File: config.mk
export PLATFORM = sky130hd
export DESIGN_NAME = dwarf_cfa_instruction_encoder_core
export DESIGN_NICKNAME = d
export VERILOG_FILES = /design/src/rtl/dcfa_pkg.sv /design/src/rtl/dwarf_cfa_instruction_encoder_core.sv /design/src/rtl/dcfa_div.sv /design/src/rtl/dcfa_regs.sv
export SDC_FILE = /design/constraint.sdc
export NUM_CORES = 1
export LEC_CHECK = 0
export BUFFER_PORTS_ARGS = -buffer_cell sky130_fd_sc_hd__buf_2
export CORE_MARGIN = 5
export CORE_UTILIZATION = 55
export DETAILED_ROUTE_END_ITERATION = 6
export GPL_TIMING_DRIVEN = 0
export PLACE_DENSITY = 0.71
export SYNTH_ARGS = -nofsm -noshare
export SYNTH_HDL_FRONTEND = slang
export SYNTH_SLANG_ARGS = --single-unit
File: constraint.sdc
create_clock -name aclk -period 9.1 [get_ports aclk]
set_input_delay 0.91 -clock aclk [delete_from_list [all_inputs] [get_ports aclk]]
set_output_delay 0.91 -clock aclk [all_outputs]
set_load 0.02 [all_outputs]
File: src/rtl/dcfa_pkg.sv
`timescale 1ns / 1ps

package dcfa_pkg;

    localparam int unsigned DEF_LOC_WIDTH = 32;
    localparam int unsigned DEF_REG_WIDTH = 16;
    localparam int unsigned VAL_W         = 32;
    localparam int unsigned CFG_ADDR_W    = 3;
    localparam int unsigned CFG_DATA_W    = 32;

    localparam logic REG_IDX_CODE_ALIGN = 1'b0;
    localparam logic REG_IDX_DATA_ALIGN = 1'b1;

    localparam logic [7:0] CODE_ALIGN_RESET = 8'h01;
    localparam logic [7:0] DATA_ALIGN_RESET = 8'hFC;

    localparam logic [2:0] OP_START          = 3'd0;
    localparam logic [2:0] OP_DEF_CFA        = 3'd1;
    localparam logic [2:0] OP_DEF_CFA_REG    = 3'd2;
    localparam logic [2:0] OP_DEF_CFA_OFFSET = 3'd3;
    localparam logic [2:0] OP_ADJUST_OFFSET  = 3'd4;
    localparam logic [2:0] OP_OFFSET         = 3'd5;
    localparam logic [2:0] OP_REGISTER       = 3'd6;
    localparam logic [2:0] OP_END            = 3'd7;

    localparam logic [1:0] ERR_NONE    = 2'd0;
    localparam logic [1:0] ERR_NO_PROC = 2'd1;
    localparam logic [1:0] ERR_OPEN    = 2'd2;
    localparam logic [1:0] ERR_OPERAND = 2'd3;

    localparam logic [7:0] DW_CFA_ADVANCE_LOC   = 8'h40;
    localparam logic [7:0] DW_CFA_ADVANCE_LOC1  = 8'h02;
    localparam logic [7:0] DW_CFA_ADVANCE_LOC2  = 8'h03;
    localparam logic [7:0] DW_CFA_ADVANCE_LOC4  = 8'h04;
    localparam logic [7:0] DW_CFA_OFFSET_EXT    = 8'h05;
    localparam logic [7:0] DW_CFA_REGISTER      = 8'h09;
    localparam logic [7:0] DW_CFA_DEF_CFA       = 8'h0C;
    localparam logic [7:0] DW_CFA_DEF_CFA_REG   = 8'h0D;
    localparam logic [7:0] DW_CFA_DEF_CFA_OFF   = 8'h0E;
    localparam logic [7:0] DW_CFA_OFFSET        = 8'h80;

    localparam logic [31:0] SHORT_LIMIT = 32'h0000_003F;
    localparam logic [31:0] BYTE_LIMIT  = 32'h0000_00FF;
    localparam logic [31:0] HALF_LIMIT  = 32'h0000_FFFF;

    typedef struct packed {
        logic busy;
        logic done;
    } div_status_t;

    typedef enum logic [3:0] {
        ST_IDLE,
        ST_CHECK,
        ST_ODIV,
        ST_AGO,
        ST_ADIV,
        ST_PREP,
        ST_ADV_OPC,
        ST_ADV_DATA,
        ST_OPC,
        ST_U1,
        ST_U2,
        ST_ERR
    } state_t;

endpackage

File: src/rtl/dwarf_cfa_instruction_encoder_core.sv
`timescale 1ns / 1ps

// Encodes call-frame directives into DWARF call-frame instruction bytes, one byte
// per output transaction, with m_last_byte on the final byte of each directive;
// start and end directives emit no bytes unless they fail. A directive is taken
// only while the block is idle; it then runs through one shared restoring divider
// that produces one quotient bit per cycle, first for the factored offset of an
// offset directive and then for the location advance when the location moved.
// Bytes follow at one per cycle while the output side accepts them. Errors give a
// single zero byte with the error code and leave the state untouched.
// code_alignment sits at address 0, data_alignment at 4.

module dwarf_cfa_instruction_encoder_core #(
    parameter int unsigned LOC_WIDTH = dcfa_pkg::DEF_LOC_WIDTH,
    parameter int unsigned REG_WIDTH = dcfa_pkg::DEF_REG_WIDTH
) (
    input  logic                                aclk,
    input  logic                                aresetn,
    input  logic                                s_valid,
    output logic                                s_ready,
    input  logic [2:0]                          s_op,
    input  logic [LOC_WIDTH-1:0]                s_location,
    input  logic [REG_WIDTH-1:0]                s_reg_first,
    input  logic [REG_WIDTH-1:0]                s_reg_second,
    input  logic signed [31:0]                  s_amount,
    output logic                                m_valid,
    input  logic                                m_ready,
    output logic [7:0]                          m_out_byte,
    output logic                                m_last_byte,
    output logic [1:0]                          m_error_code,
    input  logic                                psel,
    input  logic                                penable,
    input  logic                                pwrite,
    input  logic [dcfa_pkg::CFG_ADDR_W-1:0]     paddr,
    input  logic [dcfa_pkg::CFG_DATA_W-1:0]     pwdata,
    output logic [dcfa_pkg::CFG_DATA_W-1:0]     prdata,
    output logic                                pready
);
    import dcfa_pkg::*;

    localparam int unsigned DIV_W = (LOC_WIDTH > VAL_W) ? LOC_WIDTH : VAL_W;

    state_t state_reg, state_next;

    logic [2:0]           op_reg, op_next;
    logic [LOC_WIDTH-1:0] loc_reg, loc_next;
    logic [REG_WIDTH-1:0] r1_reg, r1_next;
    logic [REG_WIDTH-1:0] r2_reg, r2_next;
    logic [31:0]          amt_reg, amt_next;

    logic                 open_reg, open_next;
    logic [LOC_WIDTH-1:0] last_loc_reg, last_loc_next;
    logic [31:0]          fo_reg, fo_next;

    logic [31:0]          operand_reg, operand_next;
    logic [1:0]           err_reg, err_next;
    logic                 adv_flag_reg, adv_flag_next;
    logic [7:0]           adv_opc_reg, adv_opc_next;
    logic [31:0]          adv_data_reg, adv_data_next;
    logic [2:0]           adv_cnt_reg, adv_cnt_next;
    logic [7:0]           opc_reg, opc_next;
    logic [31:0]          u1_reg, u1_next;
    logic [31:0]          u2_reg, u2_next;
    logic                 has_u2_reg, has_u2_next;

    logic                 m_valid_reg, m_valid_next;
    logic [7:0]           out_byte_reg, out_byte_next;
    logic                 last_reg, last_next;
    logic [1:0]           out_err_reg, out_err_next;

    logic [7:0]           code_factor;
    logic [7:0]           data_factor;
    logic                 div_start;
    logic [DIV_W-1:0]     div_dividend;
    logic [7:0]           div_divisor;
    logic [DIV_W-1:0]     div_quo;
    div_status_t          div_status;

    logic                 out_free;
    logic [32:0]          adj_sum;
    logic                 chk_fail;
    logic [1:0]           chk_code;
    logic [31:0]          amt_mag;
    logic [7:0]           da_mag;
    logic                 off_bad;
    logic                 loc_moved;
    logic [LOC_WIDTH-1:0] loc_delta;
    logic [7:0]           ca_eff;
    logic                 u1_end;
    logic                 u2_end;

    dcfa_regs u_regs (
        .aclk        (aclk),
        .aresetn     (aresetn),
        .psel        (psel),
        .penable     (penable),
        .pwrite      (pwrite),
        .paddr       (paddr),
        .pwdata      (pwdata),
        .prdata      (prdata),
        .pready      (pready),
        .code_factor (code_factor),
        .data_factor (data_factor)
    );

    dcfa_div #(
        .DIV_W (DIV_W)
    ) u_div (
        .aclk     (aclk),
        .aresetn  (aresetn),
        .start    (div_start),
        .dividend (div_dividend),
        .divisor  (div_divisor),
        .quotient (div_quo),
        .status   (div_status)
    );

    assign out_free  = !m_valid_reg || m_ready;
    assign adj_sum   = {1'b0, fo_reg} + {amt_reg[31], amt_reg};
    assign amt_mag   = amt_reg[31] ? (~amt_reg + 32'd1) : amt_reg;
    assign da_mag    = data_factor[7] ? (~data_factor + 8'd1) : data_factor;
    assign off_bad   = (div_quo != '0) && (amt_reg[31] ^ data_factor[7]);
    assign loc_moved = (loc_reg != last_loc_reg);
    assign loc_delta = loc_reg - last_loc_reg;
    assign ca_eff    = (code_factor == 8'd0) ? 8'd1 : code_factor;
    assign u1_end    = (u1_reg[31:7] == 25'd0);
    assign u2_end    = (u2_reg[31:7] == 25'd0);

    always_comb begin
        chk_fail = 1'b0;
        chk_code = ERR_NONE;
        priority if (op_reg == OP_START) begin
            chk_fail = open_reg;
            chk_code = ERR_OPEN;
        end else if (op_reg == OP_END) begin
            chk_fail = !open_reg;
            chk_code = ERR_NO_PROC;
        end else if (!open_reg) begin
            chk_fail = 1'b1;
            chk_code = ERR_NO_PROC;
        end else if (op_reg == OP_DEF_CFA || op_reg == OP_DEF_CFA_OFFSET) begin
            chk_fail = amt_reg[31];
            chk_code = ERR_OPERAND;
        end else if (op_reg == OP_ADJUST_OFFSET) begin
            chk_fail = adj_sum[32] | adj_sum[31];
            chk_code = ERR_OPERAND;
        end else if (op_reg == OP_OFFSET) begin
            chk_fail = (data_factor == 8'd0);
            chk_code = ERR_OPERAND;
        end else begin
            chk_fail = 1'b0;
            chk_code = ERR_NONE;
        end
    end

    always_comb begin
        state_next = state_reg;
        unique case (state_reg)
            ST_IDLE: begin
                if (s_valid) state_next = ST_CHECK;
            end
            ST_CHECK: begin
                priority if (chk_fail) begin
                    state_next = ST_ERR;
                end else if (op_reg == OP_START || op_reg == OP_END) begin
                    state_next = ST_IDLE;
                end else if (op_reg == OP_OFFSET) begin
                    state_next = ST_ODIV;
                end else begin
                    state_next = ST_AGO;
                end
            end
            ST_ODIV: begin
                if (div_status.done) state_next = off_bad ? ST_ERR : ST_AGO;
            end
            ST_AGO: begin
                state_next = loc_moved ? ST_ADIV : ST_PREP;
            end
            ST_ADIV: begin
                if (div_status.done) state_next = ST_PREP;
            end
            ST_PREP: begin
                state_next = adv_flag_reg ? ST_ADV_OPC : ST_OPC;
            end
            ST_ADV_OPC: begin
                if (out_free) state_next = (adv_cnt_reg == 3'd0) ? ST_OPC : ST_ADV_DATA;
            end
            ST_ADV_DATA: begin
                if (out_free && adv_cnt_reg == 3'd1) state_next = ST_OPC;
            end
            ST_OPC: begin
                if (out_free) state_next = ST_U1;
            end
            ST_U1: begin
                if (out_free && u1_end) state_next = has_u2_reg ? ST_U2 : ST_IDLE;
            end
            ST_U2: begin
                if (out_free && u2_end) state_next = ST_IDLE;
            end
            ST_ERR: begin
                if (out_free) state_next = ST_IDLE;
            end
            default: state_next = ST_IDLE;
        endcase
    end

    always_comb begin
        op_next       = op_reg;
        loc_next      = loc_reg;
        r1_next       = r1_reg;
        r2_next       = r2_reg;
        amt_next      = amt_reg;
        open_next     = open_reg;
        last_loc_next = last_loc_reg;
        fo_next       = fo_reg;
        operand_next  = operand_reg;
        err_next      = err_reg;
        adv_flag_next = adv_flag_reg;
        adv_opc_next  = adv_opc_reg;
        adv_data_next = adv_data_reg;
        adv_cnt_next  = adv_cnt_reg;
        opc_next      = opc_reg;
        u1_next       = u1_reg;
        u2_next       = u2_reg;
        has_u2_next   = has_u2_reg;
        m_valid_next  = m_valid_reg & ~m_ready;
        out_byte_next = out_byte_reg;
        last_next     = last_reg;
        out_err_next  = out_err_reg;
        div_start     = 1'b0;
        div_dividend  = '0;
        div_divisor   = 8'd1;
        unique case (state_reg)
            ST_IDLE: begin
                if (s_valid) begin
                    op_next  = s_op;
                    loc_next = s_location;
                    r1_next  = s_reg_first;
                    r2_next  = s_reg_second;
                    amt_next = s_amount;
                end
            end
            ST_CHECK: begin
                adv_flag_next = 1'b0;
                err_next      = chk_code;
                if (!chk_fail) begin
                    if (op_reg == OP_START) begin
                        open_next     = 1'b1;
                        last_loc_next = loc_reg;
                        fo_next       = 32'd0;
                    end
                    if (op_reg == OP_END) open_next = 1'b0;
                    if (op_reg == OP_DEF_CFA || op_reg == OP_DEF_CFA_OFFSET) begin
                        operand_next = amt_reg;
                    end
                    if (op_reg == OP_ADJUST_OFFSET) operand_next = adj_sum[31:0];
                    if (op_reg == OP_OFFSET) begin
                        div_start    = 1'b1;
                        div_dividend = DIV_W'(amt_mag);
                        div_divisor  = da_mag;
                    end
                end
            end
            ST_ODIV: begin
                if (div_status.done) begin
                    err_next     = ERR_OPERAND;
                    operand_next = div_quo[31:0];
                end
            end
            ST_AGO: begin
                if (loc_moved) begin
                    div_start    = 1'b1;
                    div_dividend = DIV_W'(loc_delta);
                    div_divisor  = ca_eff;
                end
            end
            ST_ADIV: begin
                if (div_status.done) begin
                    adv_flag_next = 1'b1;
                    adv_data_next = div_quo[31:0];
                    priority if (div_quo <= DIV_W'(SHORT_LIMIT)) begin
                        adv_opc_next = DW_CFA_ADVANCE_LOC | {2'b00, div_quo[5:0]};
                        adv_cnt_next = 3'd0;
                    end else if (div_quo <= DIV_W'(BYTE_LIMIT)) begin
                        adv_opc_next = DW_CFA_ADVANCE_LOC1;
                        adv_cnt_next = 3'd1;
                    end else if (div_quo <= DIV_W'(HALF_LIMIT)) begin
                        adv_opc_next = DW_CFA_ADVANCE_LOC2;
                        adv_cnt_next = 3'd2;
                    end else begin
                        adv_opc_next = DW_CFA_ADVANCE_LOC4;
                        adv_cnt_next = 3'd4;
                    end
                end
            end
            ST_PREP: begin
                last_loc_next = loc_reg;
                has_u2_next   = 1'b0;
                u2_next       = 32'd0;
                unique case (op_reg)
                    OP_DEF_CFA: begin
                        opc_next    = DW_CFA_DEF_CFA;
                        u1_next     = 32'(r1_reg);
                        u2_next     = operand_reg;
                        has_u2_next = 1'b1;
                        fo_next     = operand_reg;
                    end
                    OP_DEF_CFA_REG: begin
                        opc_next = DW_CFA_DEF_CFA_REG;
                        u1_next  = 32'(r1_reg);
                    end
                    OP_DEF_CFA_OFFSET, OP_ADJUST_OFFSET: begin
                        opc_next = DW_CFA_DEF_CFA_OFF;
                        u1_next  = operand_reg;
                        fo_next  = operand_reg;
                    end
                    OP_OFFSET: begin
                        if (32'(r1_reg) <= SHORT_LIMIT) begin
                            opc_next = DW_CFA_OFFSET | {2'b00, r1_reg[5:0]};
                            u1_next  = operand_reg;
                        end else begin
                            opc_next    = DW_CFA_OFFSET_EXT;
                            u1_next     = 32'(r1_reg);
                            u2_next     = operand_reg;
                            has_u2_next = 1'b1;
                        end
                    end
                    default: begin
                        opc_next    = DW_CFA_REGISTER;
                        u1_next     = 32'(r1_reg);
                        u2_next     = 32'(r2_reg);
                        has_u2_next = 1'b1;
                    end
                endcase
            end
            ST_ADV_OPC: begin
                if (out_free) begin
                    m_valid_next  = 1'b1;
                    out_byte_next = adv_opc_reg;
                    last_next     = 1'b0;
                    out_err_next  = ERR_NONE;
                end
            end
            ST_ADV_DATA: begin
                if (out_free) begin
                    m_valid_next  = 1'b1;
                    out_byte_next = adv_data_reg[7:0];
                    last_next     = 1'b0;
                    out_err_next  = ERR_NONE;
                    adv_data_next = {8'd0, adv_data_reg[31:8]};
                    adv_cnt_next  = adv_cnt_reg - 3'd1;
                end
            end
            ST_OPC: begin
                if (out_free) begin
                    m_valid_next  = 1'b1;
                    out_byte_next = opc_reg;
                    last_next     = 1'b0;
                    out_err_next  = ERR_NONE;
                end
            end
            ST_U1: begin
                if (out_free) begin
                    m_valid_next  = 1'b1;
                    out_byte_next = {~u1_end, u1_reg[6:0]};
                    last_next     = u1_end & ~has_u2_reg;
                    out_err_next  = ERR_NONE;
                    u1_next       = {7'd0, u1_reg[31:7]};
                end
            end
            ST_U2: begin
                if (out_free) begin
                    m_valid_next  = 1'b1;
                    out_byte_next = {~u2_end, u2_reg[6:0]};
                    last_next     = u2_end;
                    out_err_next  = ERR_NONE;
                    u2_next       = {7'd0, u2_reg[31:7]};
                end
            end
            ST_ERR: begin
                if (out_free) begin
                    m_valid_next  = 1'b1;
                    out_byte_next = 8'd0;
                    last_next     = 1'b1;
                    out_err_next  = err_reg;
                end
            end
            default: begin
                m_valid_next = m_valid_reg & ~m_ready;
            end
        endcase
    end

    always_ff @(posedge aclk) begin
        if (!aresetn) begin
            state_reg    <= ST_IDLE;
            open_reg     <= 1'b0;
            last_loc_reg <= '0;
            fo_reg       <= 32'd0;
            m_valid_reg  <= 1'b0;
            adv_flag_reg <= 1'b0;
        end else begin
            state_reg    <= state_next;
            open_reg     <= open_next;
            last_loc_reg <= last_loc_next;
            fo_reg       <= fo_next;
            m_valid_reg  <= m_valid_next;
            adv_flag_reg <= adv_flag_next;
        end
        op_reg       <= op_next;
        loc_reg      <= loc_next;
        r1_reg       <= r1_next;
        r2_reg       <= r2_next;
        amt_reg      <= amt_next;
        operand_reg  <= operand_next;
        err_reg      <= err_next;
        adv_opc_reg  <= adv_opc_next;
        adv_data_reg <= adv_data_next;
        adv_cnt_reg  <= adv_cnt_next;
        opc_reg      <= opc_next;
        u1_reg       <= u1_next;
        u2_reg       <= u2_next;
        has_u2_reg   <= has_u2_next;
        out_byte_reg <= out_byte_next;
        last_reg     <= last_next;
        out_err_reg  <= out_err_next;
    end

    assign s_ready      = (state_reg == ST_IDLE);
    assign m_valid      = m_valid_reg;
    assign m_out_byte   = out_byte_reg;
    assign m_last_byte  = last_reg;
    assign m_error_code = out_err_reg;

endmodule

File: src/rtl/dcfa_div.sv
`timescale 1ns / 1ps

module dcfa_div #(
    parameter int unsigned DIV_W = dcfa_pkg::VAL_W
) (
    input  logic                      aclk,
    input  logic                      aresetn,
    input  logic                      start,
    input  logic [DIV_W-1:0]          dividend,
    input  logic [7:0]                divisor,
    output logic [DIV_W-1:0]          quotient,
    output dcfa_pkg::div_status_t     status
);
    import dcfa_pkg::*;

    localparam int unsigned CNT_W = $clog2(DIV_W + 1);

    logic [DIV_W-1:0] quo_reg, quo_next;
    logic [7:0]       rem_reg, rem_next;
    logic [7:0]       dvs_reg, dvs_next;
    logic [CNT_W-1:0] cnt_reg, cnt_next;
    logic             busy_reg, busy_next;
    logic             done_reg, done_next;
    logic [8:0]       trial;
    logic             ge;

    always_comb begin
        trial = {rem_reg, quo_reg[DIV_W-1]};
        ge    = (trial >= {1'b0, dvs_reg});
    end

    always_comb begin
        quo_next  = quo_reg;
        rem_next  = rem_reg;
        dvs_next  = dvs_reg;
        cnt_next  = cnt_reg;
        busy_next = busy_reg;
        done_next = 1'b0;
        if (start) begin
            quo_next  = dividend;
            rem_next  = 8'd0;
            dvs_next  = divisor;
            cnt_next  = CNT_W'(DIV_W);
            busy_next = 1'b1;
        end else if (busy_reg) begin
            rem_next = ge ? 8'(trial - {1'b0, dvs_reg}) : trial[7:0];
            quo_next = {quo_reg[DIV_W-2:0], ge};
            cnt_next = cnt_reg - CNT_W'(1);
            if (cnt_reg == CNT_W'(1)) begin
                busy_next = 1'b0;
                done_next = 1'b1;
            end
        end
    end

    always_ff @(posedge aclk) begin
        if (!aresetn) begin
            busy_reg <= 1'b0;
            done_reg <= 1'b0;
            cnt_reg  <= '0;
        end else begin
            busy_reg <= busy_next;
            done_reg <= done_next;
            cnt_reg  <= cnt_next;
        end
        quo_reg <= quo_next;
        rem_reg <= rem_next;
        dvs_reg <= dvs_next;
    end

    assign quotient    = quo_reg;
    assign status.busy = busy_reg;
    assign status.done = done_reg;

endmodule

File: src/rtl/dcfa_regs.sv
`timescale 1ns / 1ps

module dcfa_regs (
    input  logic                                aclk,
    input  logic                                aresetn,
    input  logic                                psel,
    input  logic                                penable,
    input  logic                                pwrite,
    input  logic [dcfa_pkg::CFG_ADDR_W-1:0]     paddr,
    input  logic [dcfa_pkg::CFG_DATA_W-1:0]     pwdata,
    output logic [dcfa_pkg::CFG_DATA_W-1:0]     prdata,
    output logic                                pready,
    output logic [7:0]                          code_factor,
    output logic [7:0]                          data_factor
);
    import dcfa_pkg::*;

    logic [7:0] code_factor_reg, code_factor_next;
    logic [7:0] data_factor_reg, data_factor_next;
    logic       wr_en;

    assign wr_en = psel & penable & pwrite;

    always_comb begin
        code_factor_next = code_factor_reg;
        data_factor_next = data_factor_reg;
        if (wr_en) begin
            if (paddr[2] == REG_IDX_CODE_ALIGN) begin
                code_factor_next = pwdata[7:0];
            end else begin
                data_factor_next = pwdata[7:0];
            end
        end
    end

    always_ff @(posedge aclk) begin
        if (!aresetn) begin
            code_factor_reg <= CODE_ALIGN_RESET;
            data_factor_reg <= DATA_ALIGN_RESET;
        end else begin
            code_factor_reg <= code_factor_next;
            data_factor_reg <= data_factor_next;
        end
    end

    always_comb begin
        if (paddr[2] == REG_IDX_CODE_ALIGN) begin
            prdata = CFG_DATA_W'(code_factor_reg);
        end else begin
            prdata = CFG_DATA_W'(data_factor_reg);
        end
    end

    assign pready      = 1'b1;
    assign code_factor = code_factor_reg;
    assign data_factor = data_factor_reg;

endmodule
==> results of run 1 <==
[report_power, final]
| part | switching [mW] | leakage, nW | internal [mW] |
|---|---|---|---|
| registers | 0.298 | 3.54 | 2.40 |
| logic | 1.27 | 4.80 | 0.700 |
| clock network | 0.737 | 0.687 | 1.02 |
| total | 2.31 | 9.03 | 4.12 |
[cell usage in the layout, fill, tap and decap left out, types with 9 or more instances in the layout]
| cell type | synthesis | routed |
|---|---|---|
| nand2_1 | 363 | 363 |
| edfxtp_1 | 298 | 298 |
| o21ai_0 | 163 | 160 |
| buf_2 | 1 | 135 |
| a21oi_1 | 131 | 130 |
| nor2_1 | 118 | 118 |
| dfxtp_1 | 103 | 103 |
| clkbuf_1 | 90 | 96 |
| a21boi_0 | 82 | 82 |
| ha_1 | 78 | 78 |
| inv_1 | 77 | 77 |
| nand3_1 | 63 | 63 |
| xnor2_1 | 51 | 51 |
| clkbuf_16 | 0 | 45 |
| a22oi_1 | 44 | 44 |
| a21o_1 | 42 | 42 |
| xor2_1 | 37 | 37 |
| nor3_1 | 33 | 33 |
| and3_1 | 32 | 32 |
| buf_4 | 25 | 25 |
| conb_1 | 2 | 25 |
| and2_1 | 25 | 24 |
| nor2b_1 | 23 | 23 |
| nand2b_1 | 23 | 23 |
| nor4_1 | 23 | 23 |
| mux2i_1 | 21 | 21 |
| o21a_1 | 17 | 17 |
| a31oi_1 | 16 | 16 |
| a211oi_1 | 15 | 15 |
| nand4_1 | 12 | 12 |
| o211ai_1 | 12 | 12 |
| o221ai_1 | 12 | 12 |
| o31ai_1 | 11 | 11 |
| or3_1 | 10 | 10 |
| buf_1 | 10 | 10 |
| a22o_1 | 10 | 10 |
| clkinv_2 | 0 | 10 |
| mux2_2 | 9 | 9 |
[logic make-up (layout without fill, tap and decap cells)]
family	Yosys count	count (layout)	share of synthesized area
simple gates	758	758	0.1628
compound gates	606	606	0.1821
flops	401	401	0.5149
buf+inv	205	424	0.04078
xor+xnor	88	88	0.03604
fa+ha+maj	81	81	0.04844
mux	30	30	0.01457
other cells	2	25	0.0003512
[synth_stat cells (15+ instances only)]
library cell / n / area (sq um)
nand2_1: 363 / 1363
mux2i_1: 21 / 210.2
ha_1: 78 / 975.9
nand3_1: 63 / 315.3
and3_1: 32 / 200.2
a21o_1: 42 / 315.3
and2_1: 25 / 156.4
nor4_1: 23 / 143.9
o21a_1: 17 / 127.6
a21boi_0: 82 / 615.6
a22oi_1: 44 / 330.3
inv_1: 77 / 289.0
buf_4: 25 / 187.7
clkbuf_1: 90 / 337.8
a211oi_1: 15 / 112.6
nor3_1: 33 / 165.2
nor2_1: 118 / 442.9
a31oi_1: 16 / 100.1
o21ai_0: 163 / 815.8
a21oi_1: 131 / 655.6
xor2_1: 37 / 324.1
nand2b_1: 23 / 143.9
edfxtp_1: 298 / 8949
xnor2_1: 51 / 446.7
dfxtp_1: 103 / 2062
nor2b_1: 23 / 143.9
[how the worst max path moves through the flow]
stage,from,end,slack [ps],cells after the start
after global placement,amt_reg[0]$_DFFE_PP_,operand_reg[12]$_DFFE_PP_,3000,12
after floorplan,state_reg[1]$_SDFFE_PN0P_,amt_reg[0]$_DFFE_PP_,4620,4
after global routing,amt_reg[0]$_DFFE_PP_,operand_reg[11]$_DFFE_PP_,4740,13
after detailed placement,amt_reg[0]$_DFFE_PP_,operand_reg[11]$_DFFE_PP_,5050,13
after CTS,amt_reg[0]$_DFFE_PP_,operand_reg[11]$_DFFE_PP_,5010,13
final,amt_reg[0]$_DFFE_PP_,operand_reg[11]$_DFFE_PP_,4840,13
[through the flow]
step	setup slack (ps)	std cells	power [mW]
after floorplan	4616	2194	3.962
after global placement	2996	2846	4.611
after detailed placement	5048	2851	4.656
after CTS	5008	2931	6.402
after global routing	4740	2931	6.737
final	4842	2931	6.426
[layer usage]
| metal | vias to the layer above | part of all wire |
|---|---|---|
| met4 | 0 | 0.040 |
| met3 | 151 | 0.092 |
| li1 | 8275 | - |
| met1 | 8403 | 0.41 |
| met2 | 841 | 0.46 |
| met5 | - | 0 |
[worst max-delay path, stage by stage, from the launching register on]
cell and delay, ps:
edfxtp_1 520, ha_1 290, inv_1 90, fa_1 210
nor2b_1 90, o2111a_1 270, nor4_1 720, nor3_1 170
o31ai_1 310, a21oi_1 270, mux2i_1 220, a31oi_1 180
a21oi_4 350, buf_12 250
[layout make-up]
class / instances / area, sq um
Fill cell: 3240 / 14180
Sequential cell: 401 / 11010
Multi-Input combinational cell: 1588 / 9637
Clock buffer: 54 / 1190
Timing Repair Buffer: 139 / 793.3
Tap cell: 518 / 648.1
Buffer: 127 / 579.3
Inverter: 78 / 292.8
Clock inverter: 26 / 222.7
==> flow_metrics.tcl, run 1 <==
set metrics [dict create \
    status "finished, final reports clean" \
    use_met2 0.4527 \
    drt-initial-drc-count 1838 \
    ir_drop_v 0.0001856 \
    cts_setup_buffers 0 \
    vias_per_cell 6.029 \
    clock_sinks 401 \
    antenna_cells 0 \
    maxCapViolCount 0 \
    maxSlewViolCount 0 \
    cp-end-kind "register" \
    startpoint_type "register" \
    cts_tree "done" \
    path_max_fanout 27 \
    reg2reg_from "amt_reg[0]$_DFFE_PP_" \
    hold_class "reg2reg" \
    cts_resized 0 \
    clk_path_buf_depth 3 \
    fin_crit_sh 0.4679 \
    tns_ps 0 \
    synthCells 2171 \
    io_pins 187 \
    synthFlopType "edfxtp_1" \
    cts_max_level 2 \
    utilization 0.6321 \
    min_period_ps 4258 \
    core_sq_mm 0.03856 \
    drt_first_pass_iters 6 \
    grt_pass1_vias 17130 \
    synth-warning-count 0 \
    die_h_um 207.2 \
    design_area_sq_mm 0.02437 \
    finalClockSkew_ps 13.00 \
    cellLeakagePower_nw 9.033 \
    cts_root_buffer "clkbuf_16" \
    rows 72 \
    rr_worst_depth 13 \
    finalSetupViolations 0 \
    drive_above_1_share 0.1123 \
    ant_nets 0 \
    tightest_slew_ps 1124 \
    initial_core_util 0.5546 \
    routabilityCongestion 0.9964 \
    ys_ff_latch 401 \
    wl_um 62680 \
    min_from "last_loc_reg[15]$_SDFFE_PN0P_" \
    ys_seq_area_frac 0.5149 \
    ctsHoldBuffers 0 \
    grt_pass1_wl_um 96500 \
    holdPathStages 2 \
    grt_max_degree 56 \
    post-route-drc-count 0 \
    async_flop_share 0 \
    syn_avg_cell_area_sq_um 9.851 \
    area_delta_synth_final_pct 13.97 \
    required_ps 9370 \
    power.density_mw_per_mm2 263.7 \
    vias 17670 \
    ys_types 72 \
    die_w_um 207.2 \
    layout.nets 2601 \
    r2r-end "operand_reg[11]$_DFFE_PP_" \
    cts_made_buffers 44 \
    cts.reportedPaths.clkPinSlew_ps 60 \
    fmax_mhz 234.9 \
    post_drt_wl_per_cell_um 21.38 \
    die-area_sq_mm 0.04293 \
    whs_ps 461.5 \
    rsz0062_at_grt "no" \
    io_buffers 134 \
    ff2ff_setup_slack_ps 4840 \
    holdPathEnd "last_loc_reg[15]$_SDFFE_PN0P_" \
    grt_use_met1 0.3929 \
    antenna_found_initial 0 \
    hold_viol_final 0 \
    use_met3 0.04660 \
    cp.arrival_ps 4530 \
    post_dp_cell_area_sq_mm 0.02296 \
    grt_overflow 0 \
    place_hpwl_um 48030 \
    busiest_layer "met2" \
    clk-insertion-delay-late_ps 580 \
    groute.usage.overall 0.2839 \
    synth_edf_count 298 \
    slew_headroom 0.2450 \
    synth_area_sq_mm 0.02139 \
    critPathKind "reg2reg" \
]
No activity file was read; power rests on OpenSTA's default activity.
==> run 2: changes to the inputs <==
==> constraint.sdc (replaced) <==
create_clock -name aclk -period 4.3 [get_ports aclk]
set_input_delay 0.43 -clock aclk [delete_from_list [all_inputs] [get_ports aclk]]
set_output_delay 0.43 -clock aclk [all_outputs]
set_load 0.02 [all_outputs]
==> run 2 against run 1 <==
  * Register-to-register slack lost 4700 ps
  * Maximum frequency grew 3.0%
  * Utilization is essentially flat
  * Die area is the same
  * Critical endpoint is now operand_reg[28]$_DFFE_PP_
  * First-iteration DRC count grew 4.1%
  * Combinational power grew 110%
  * Sequential power grew 110%
  * Routed wire length shrank 0.59%
  * Count of clock-buffer cells in the layout grew 4
  * Global-route usage shrank 0.27 points
  * Sequential cell count is the same
  * Largest cell class unchanged
  * Setup slack lost 4700 ps
==> flow_metrics.tcl, run 2 (synthesized netlist as in run 1, its figures left out) <==
set metrics [dict create \
    status "finished, final reports clean" \
    io_pins 187 \
    antenna_cells 0 \
    wl_um 62310 \
    grt_pass1_wl_um 95770 \
    crit_cells 12 \
    power_frac_seq 0.417 \
    fill_cells 3294 \
    ant_nets 0 \
    utilization 0.6323 \
    rsz0062_at_grt "no" \
    critPathKind "reg2reg" \
    fmax_mhz 242.0 \
    startpoint_type "register" \
    die_h_um 207.2 \
    cts_tree "done" \
    design_area_sq_mm 0.02438 \
    drive_above_1_share 0.1103 \
    hold_class "in2reg" \
    combPwrFrac 0.306 \
    grt_max_degree 56 \
    p_switching_mw 4.862 \
    post_dp_cell_area_sq_mm 0.02295 \
    path_delay_family "compound AO/OA/AOI/OAI gates" \
    min_period_ps 4132 \
    clock_sinks 401 \
    final_cell_mix "363 x nand2_1, 298 x edfxtp_1, 160 x o21ai_0" \
    place_hpwl_um 47370 \
    p_int_mw 8.801 \
    grt_pass1_vias 16900 \
    p_clk_frac 0.277 \
    post-route-drc-count 0 \
    clk_path_buf_depth 3 \
    maxCapViolCount 0 \
    vias_per_cell 5.992 \
    use_met2 0.4467 \
    die-area_sq_mm 0.04293 \
    final_common_cell "nand2_1" \
    antenna_found_initial 2 \
    path_cells "ha_1, inv_1, fa_1, nor2b_1, o2111a_1, nor4_1, nor3_1, o31ai_1, a21oi_1, a221oi_1, xor2_1, o21ai_0" \
    drt_first_pass_iters 6 \
    post_drt_wl_per_cell_um 21.27 \
    drt-initial-drc-count 1914 \
    ctsHoldBuffers 0 \
    initial_core_util 0.5546 \
    routabilityCongestion 0.9909 \
    required_ps 4650 \
    io_buffers 134 \
    fin_crit_sh 0.9610 \
    path_max_fanout 5 \
    grt_overflow 0 \
    groute.usage.overall 0.2812 \
    grt_use_met1 0.3866 \
    clk-insertion-delay-late_ps 570 \
    cellLeakagePower_nw 9.032 \
    cts_resized 0 \
    slew_headroom 0.2002 \
    cp.arrival_ps 4480 \
    vias 17560 \
    hold_viol_final 0 \
    busiest_layer "met2" \
    layout.nets 2600 \
    cts_root_buffer "clkbuf_16" \
    ir_drop_v 0.0003857 \
    finalSetupViolations 0 \
    cts_made_buffers 43 \
    area_delta_synth_final_pct 14.00 \
    cts_setup_buffers 0 \
    die_w_um 207.2 \
    rows 72 \
    tns_ps 0 \
    rr_worst_depth 12 \
    maxSlewViolCount 0 \
    holdPathStages 1 \
    path_buf_inv 1 \
    finalClockSkew_ps 18.05 \
    cts.reportedPaths.clkPinSlew_ps 70 \
    cts_max_level 2 \
    crit_slowest_cell "nor4_1" \
    use_met3 0.06051 \
    tightest_slew_ps 1190 \
    cp-end-kind "register" \
    p_sw_frac 0.3558 \
    finalPower_mw 13.66 \
    slowest_delay_ps 640 \
    power.density_mw_per_mm2 560.4 \
    core_sq_mm 0.03856 \
]
-- run 2: cell count changes in the layout (fill, tap and decap cells not counted), sizes merged --
cell	delta
inv	-3
clkinvlp	-1
clkbuf	+4
bufinv	+1
clkinv	-2
-- run 2: metal layers --
layer  vias up  wire (um)
met3       147       5620
li1       8270          -
met1      8318      25910
met2       819      28360
met4         2       2392
met5         -         20
-- run 2: metrics by stage --
step	cells	setup slack, ps	hold WS, ps
after global placement	2846	-1534	450.8
after floorplan	2194	117.7	438.9
after detailed placement	2851	250.3	459.2
after global routing	2930	27.11	8.284
final	2930	167.6	36.49
after CTS	2930	217.5	6.159
-- run 2: power groups by stage --
stage | Clock (mW) | Combinational, mW | Sequential [mW]
2_1_floorplan | 0 | 2.86 | 5.50
3_3_place_gp | 0 | 3.94 | 5.79
3_5_place_dp | 0 | 4.09 | 5.75
4_1_cts | 3.83 | 4.11 | 5.68
5_1_grt | 3.99 | 4.59 | 5.75
6_report | 3.78 | 4.18 | 5.70
-- run 2: cell type report --
class	count	area, sq um	share of cell area
Clock buffer	58	1226	0.05030
Multi-Input combinational cell	1588	9637	0.3953
Buffer	127	579.3	0.02376
Timing Repair Buffer	139	778.2	0.03192
Tap cell	518	648.1	0.02658
Clock inverter	21	207.7	0.008519
Sequential cell	401	11010	0.4516
Inverter	78	292.8	0.01201
-- run 2: path summary, 6_finish.rpt --
check                                                endpoint  slack [ps]                          start
worst max-delay path                operand_reg[28]$_DFFE_PP_         170           amt_reg[0]$_DFFE_PP_
worst max register to register      operand_reg[28]$_DFFE_PP_         170           amt_reg[0]$_DFFE_PP_
worst min-delay path                    amt_reg[18]$_DFFE_PP_          40                   s_amount[18]
worst min register to register  last_loc_reg[14]$_SDFFE_PN0P_         460  last_loc_reg[14]$_SDFFE_PN0P_
